==> config.mk <==
export PLATFORM = sky130hd
export DESIGN_NAME = median_of_nine_window
export DESIGN_NICKNAME = d
export VERILOG_FILES = /design/src/design/mdn9_pkg.sv /design/src/design/mdn9_rank_lane.sv /design/src/design/mdn9_merge.sv /design/src/design/median_of_nine_window.sv
export SDC_FILE = /design/constraint.sdc
export NUM_CORES = 1
export LEC_CHECK = 0
export ABC_AREA = 0
export BUFFER_PORTS_ARGS = -buffer_cell sky130_fd_sc_hd__buf_2
export CAP_MARGIN = 20
export CORE_MARGIN = 2
export CORE_UTILIZATION = 25
export CTS_CLUSTER_SIZE = 12
export DETAILED_ROUTE_END_ITERATION = 12
export PLACE_DENSITY = 0.37
export SYNTH_ARGS = -nofsm -noshare
export SYNTH_HDL_FRONTEND = slang
export SYNTH_HIERARCHICAL = 1
export SYNTH_SLANG_ARGS = --single-unit
==> constraint.sdc <==
create_clock -name clk -period 27.3 [get_ports clk]
set_input_delay 1.365 -clock clk [delete_from_list [all_inputs] [get_ports clk]]
set_output_delay 1.365 -clock clk [all_outputs]
set_load 0.05 [all_outputs]
==> src/design/mdn9_pkg.sv <==
package mdn9_pkg;

  localparam int WIN_SIZE = 9;
  localparam int MID_RANK = 4;
  localparam int PIX_W    = 32;
  localparam int BYTE_W   = 8;
  // r+g+b tops out at 765
  localparam int KEY_W    = 10;
  localparam int CNT_W    = $clog2(WIN_SIZE);

  typedef logic [PIX_W-1:0] pix_t;
  typedef logic [KEY_W-1:0] key_t;
  typedef pix_t [WIN_SIZE-1:0] pix_arr_t;
  typedef key_t [WIN_SIZE-1:0] key_arr_t;
  typedef logic [WIN_SIZE-1:0] sel_t;

  function automatic key_t pixel_key(input pix_t p, input logic vec);
    key_t r, g, b;
    r = {{(KEY_W-BYTE_W){1'b0}}, p[BYTE_W-1:0]};
    g = {{(KEY_W-BYTE_W){1'b0}}, p[2*BYTE_W-1:BYTE_W]};
    b = {{(KEY_W-BYTE_W){1'b0}}, p[3*BYTE_W-1:2*BYTE_W]};
    return vec ? (r + g + b) : r;
  endfunction

endpackage

==> src/design/mdn9_rank_lane.sv <==
module mdn9_rank_lane #(
  parameter int POS = 0
) (
  input  mdn9_pkg::key_arr_t keys,
  output logic               is_mid
);
  import mdn9_pkg::*;

  logic [CNT_W-1:0] below;
  logic             lt;

  // strict rank of this lane's key; equal keys rank by lower position
  always_comb begin
    below = '0;
    lt    = 1'b0;
    for (int j = 0; j < WIN_SIZE; j++) begin
      lt = (keys[j] < keys[POS]) || ((keys[j] == keys[POS]) && (j < POS));
      below = below + {{(CNT_W-1){1'b0}}, lt};
    end
    is_mid = (below == CNT_W'(MID_RANK));
  end

endmodule

==> src/design/mdn9_merge.sv <==
module mdn9_merge (
  input  mdn9_pkg::sel_t     sel,
  input  mdn9_pkg::pix_arr_t pixels,
  output mdn9_pkg::pix_t     pixel
);
  import mdn9_pkg::*;

  // exactly one lane claims rank five, so an AND-OR mux is enough
  always_comb begin
    pixel = '0;
    for (int i = 0; i < WIN_SIZE; i++) begin
      pixel = pixel | (pixels[i] & {PIX_W{sel[i]}});
    end
  end

endmodule

==> src/design/median_of_nine_window.sv <==
// 3x3 median filter, one window per request.
// Input channel: in_valid/in_ready with the nine packed pixels window_0..8
// (r 7:0, g 15:8, b 23:16, a 31:24). Output channel: out_valid/out_ready with
// median_pixel. cfg_write/cfg_data set vector_mode: 0 returns the median of
// the low bytes (upper bits zero), 1 returns the whole pixel whose r+g+b sits
// at rank five, ties going to the lower window position.
// The first of three register stages loads at the edge that accepts a request;
// out_valid rises when the result reaches the output register. One window per
// cycle unless out_ready stalls. Nine rank lanes, each comparing one pixel
// against all others, run in parallel; a one-hot mux picks the median.
// Three registered stages (key, rank, output) each load when empty or when the
// stage after them moves, so a stalled receiver only drops in_ready once all
// three are full; bubbles are squeezed out.
// Reset clears all stage valid flags and vector_mode; no result is pending.
// Change vector_mode only while the pipeline is empty.
module median_of_nine_window (
  input  logic           clk,
  input  logic           rst,
  input  logic           cfg_write,
  input  logic           cfg_data,
  input  logic           in_valid,
  output logic           in_ready,
  input  mdn9_pkg::pix_t window_0,
  input  mdn9_pkg::pix_t window_1,
  input  mdn9_pkg::pix_t window_2,
  input  mdn9_pkg::pix_t window_3,
  input  mdn9_pkg::pix_t window_4,
  input  mdn9_pkg::pix_t window_5,
  input  mdn9_pkg::pix_t window_6,
  input  mdn9_pkg::pix_t window_7,
  input  mdn9_pkg::pix_t window_8,
  output logic           out_valid,
  input  logic           out_ready,
  output mdn9_pkg::pix_t median_pixel
);
  import mdn9_pkg::*;

  logic     vector_mode;
  pix_arr_t win;

  logic     key_valid;
  pix_arr_t key_pix;
  key_arr_t key_val;

  logic     rank_valid;
  pix_arr_t rank_pix;
  sel_t     rank_sel;
  sel_t     lane_mid;

  pix_t     merged;
  logic     out_en, rank_en, key_en;

  assign win = {window_8, window_7, window_6, window_5, window_4,
                window_3, window_2, window_1, window_0};

  assign out_en   = !out_valid || out_ready;
  assign rank_en  = !rank_valid || out_en;
  assign key_en   = !key_valid || rank_en;
  assign in_ready = key_en;

  always_ff @(posedge clk) begin
    if (rst) begin
      vector_mode <= 1'b0;
    end else if (cfg_write) begin
      vector_mode <= cfg_data;
    end
  end

  // stage 1: keys, pixels masked to the byte in scalar mode
  always_ff @(posedge clk) begin
    if (rst) begin
      key_valid <= 1'b0;
    end else if (key_en) begin
      key_valid <= in_valid;
    end
  end

  always_ff @(posedge clk) begin
    if (key_en && in_valid) begin
      for (int i = 0; i < WIN_SIZE; i++) begin
        key_val[i] <= pixel_key(win[i], vector_mode);
        key_pix[i] <= vector_mode ? win[i]
                                  : {{(PIX_W-BYTE_W){1'b0}}, win[i][BYTE_W-1:0]};
      end
    end
  end

  // stage 2: rank lanes
  for (genvar g = 0; g < WIN_SIZE; g++) begin : g_lane
    mdn9_rank_lane #(.POS(g)) u_lane (
      .keys   (key_val),
      .is_mid (lane_mid[g])
    );
  end

  always_ff @(posedge clk) begin
    if (rst) begin
      rank_valid <= 1'b0;
    end else if (rank_en) begin
      rank_valid <= key_valid;
    end
  end

  always_ff @(posedge clk) begin
    if (rank_en && key_valid) begin
      rank_sel <= lane_mid;
      rank_pix <= key_pix;
    end
  end

  // stage 3: merge into the output register
  mdn9_merge u_merge (
    .sel    (rank_sel),
    .pixels (rank_pix),
    .pixel  (merged)
  );

  always_ff @(posedge clk) begin
    if (rst) begin
      out_valid <= 1'b0;
    end else if (out_en) begin
      out_valid <= rank_valid;
    end
  end

  always_ff @(posedge clk) begin
    if (out_en && rank_valid) begin
      median_pixel <= merged;
    end
  end

endmodule

==> key figures <==
Timing
  • Max_slew headroom: around 23%
  • Setup WS post-layout: between 20 and 25 ns
  • Final Hold Viols: 0
  • Setup violations, final: 0
  • Minimum clock period: around 5.4 ns
  • Final period util: 19.7%
  • Slew Limit Fails: 0
  • Final hold slack: between 0.4 and 0.5 ns
  • RSZ-0062 raised after global routing: false
  • FMAX: approximately 190 MHz
  • Setup TNS: 0 ns
  • Actual slew at the worst max-slew pin: approximately 1.1 ns
  • Clock Skew: 0.0310 ns

Clock tree
  • Reg clk slew, reported paths: 0.06 ns
  • Skew-Pair Late Insertion Delay: 0.67 ns
  • Htree depth: 3
  • Post-CTS Setup Inserts: 0
  • TritonCTS Buffers: 82
  • # resized after CTS: 0
  • CTS tree: done
  • CTS Hold Buffers Added: 0
  • CTS root buf: clkbuf_16
  • Clock Tree Buf Depth: 3
  • TritonCTS Sinks: ~710

Routing
  • Router iterations before antenna repair: 5
  • Detailed-route via count: about 33000
  • DR iter-0 viols: around 2700
  • Vias per inst: 4.93
  • WL per Instance: about 28 µm
  • Final wirelength: about 190 mm
  • Residual DRC count: 0
  • ANT nets after route: 0

Power and ir drop
  • Clk network pwr share: about 30%
  • Leak: roughly 23 nW
  • Sequential Power Share: 37.7%
  • Internal: ~2.3 mW
  • Switching power: about 1.3 mW
  • Worst vdd ir: approximately 38 µV
  • PD cells: around 65 mW/mm²
  • Comb pwr share: about 33%
  • Net Sw Frac: between 30% and 40%

GRT
  • GR Util met3: about 2.2%
  • Met1 usage: about 28%
  • Met2 Use GR: between 30% and 40%
  • GRT busiest layer: met2
  • Initial antenna violation count: 51
  • First-pass GRT wire length: between 200 and 300 mm
  • Global route overflow: 0
  • GR Util All Layers: roughly 20%
  • Largest net degree at the start of global routing: about 160
  • Vias in the first global route: between 30000 and 40000

Synthesis
  • Leading area contributor after synthesis: edfxtp_1
  • EDFF count, synth: 707
  • Average size of a mapped cell: between 10 and 15 µm²
  • Synth area leaders: edfxtp_1 (45%), ha_1 (21%), fa_1 (5.0%)
  • Synth top area share: between 40% and 50%
  • Synth cell count leaders: ha_1 (799), edfxtp_1 (707), inv_1 (290), a21oi_1 (228), and2_1 (216)
  • Top-count cell post-synth: ha_1
  • Synthesized net count: approximately 5000
  • YS warnings: 6
  • Top FF cell, synth: edfxtp_1
  • Syn Inst Count: about 3800
  • Asr flop ratio synth: 0%
  • #FFs+latches synth: approximately 700
  • Sequential-to-total area share from yosys stat: ~45%
  • Synth unique cells: 64
  • Synthesized area: 0.0469 mm²

Placement
  • Worst slack at placement: roughly 22 ns
  • Post-DP HPWL: 140 mm
  • Port Buf Inserts: approximately 330
  • Final Wtd Congestion: 0.857

Setup path
  • Crit end category: flip-flop
  • CP Class: reg2reg
  • Data arrival, critical path: just under 6 ns
  • Crit path from: key_val[17]
  • Crit path max fanout: 9
  • CP required: 27.72 ns
  • CP Launch Type: flip-flop
  • Reg-to-Reg Start: key_val[17]

Min path
  • Hold path start: key_pix[273]
  • Worst hold path type: reg2reg

Floorplan
  • Initial Utilization: 25.2%
  • Core Area: roughly 0.19 mm²
  • Die H: around 440 µm
  • Row count: 158
  • Die area: about 0.19 mm²
  • Die width: 437 µm
  • Top Ports: 328

Finish
  • Filler Cell Count: around 19000
  • Layout net count: 5422
  • Layout cells sized above 1: between 10% and 20%
  • Area Growth Syn to Fin: 16.4%
  • Fin util: between 20 and 30%

Run
  • Maxcap violations: 0

Outcome
  • Status: finished clean
-- power by group through the flow --
stage                     Sequential (mW)  Combinational [mW]  Clock, mW
after floorplan                      1.39               0.709          0
after global placement               1.37                1.16          0
after detailed placement             1.37                1.17          0
after CTS                            1.34                1.17       1.09
after global routing                 1.35                1.30       1.13
final                                1.34                1.16       1.05
-- cells in the final DEF, fill, tap and decap left out, types with 33 or more instances in the layout --
cell	n
inv_1	290
nand2b_1	40
nor2_1	148
a211oi_2	33
mux2i_1	33
edfxtp_1	707
buf_2	327
ha_1	799
buf_4	79
nand3_1	148
clkbuf_16	83
a211oi_1	57
nor3_1	44
and2_1	216
o21ai_0	120
a21o_1	113
a21oi_1	228
fa_1	118
nand2_1	80
nand4_1	91
-- registers in the layout, indices dropped and copies added, names as in the netlist --
| signal | flops |
|---|---|
| rank_valid | 1 |
| rank_pix | 288 |
| rank_sel | 9 |
| vector_mode | 1 |
| out_valid | 1 |
| key_pix | 288 |
| median_pixel | 32 |
| key_val | 90 |
| key_valid | 1 |
-- worst paths after layout --
path | slack (ns) | cells past startpoint | endpoint
min | 0.41 | 0 | rank_pix[273]
max reg2reg | 21.92 | 17 | rank_sel[1]
max | 21.92 | 17 | rank_sel[1]
min reg2reg | 0.41 | 0 | rank_pix[273]
-- cell families (layout without fill, tap and decap cells) --
logic type	Yosys count	count (layout)	share of synthesized area, %
AOI/OAI and AO/OA	879	879	13.9
xor gates and xnor gates	11	11	0.206
adders and majority gates	917	917	26.4
buffers and inverters	358	838	2.99
DFF	711	711	45.5
muxes	63	63	1.43
other	0	15	0
and+or+nand+nor	845	845	9.69
-- stage by stage --
stage,instances,total power [mW],area (µm²)
after floorplan,3784,2.10,46900
after global placement,6607,2.52,52000
after detailed placement,6607,2.53,52000
after CTS,6744,3.60,54500
after global routing,6753,3.77,54500
final,6759,3.56,54600
-- worst max-delay path: stages, from the launching register on --
cell	delay, ns
edfxtp_1	0.81
inv_1	0.49
ha_1	0.44
a21o_1	0.18
a21oi_1	0.19
o2111ai_1	0.14
o211ai_1	0.28
fa_1	0.54
fa_1	0.55
inv_1	0.08
fa_1	0.47
inv_1	0.07
ha_1	0.16
inv_1	0.05
fa_1	0.37
nand3_1	0.07
o21ai_0	0.08
and3b_1	0.17
-- area by class of cell --
cell class	instances	area [µm²]	area share, %
diodes	15	37.5	0.0688
clock buffers	102	2150	3.94
clock inverters	35	325	0.596
inverters	290	1090	2.00
multi-input cells	2715	24200	44.4
flip-flops and latches	711	21300	39.1
well taps	2480	3100	5.69
repair buffers	411	2330	4.27
-- routing by layer --
metal,share of wire [%],vias up
met2,46,854
met3,3.9,236
met1,48,16703
met4,2.6,8
li1,-,15529
met5,0.028,-
(Power assumes the default switching activity.)
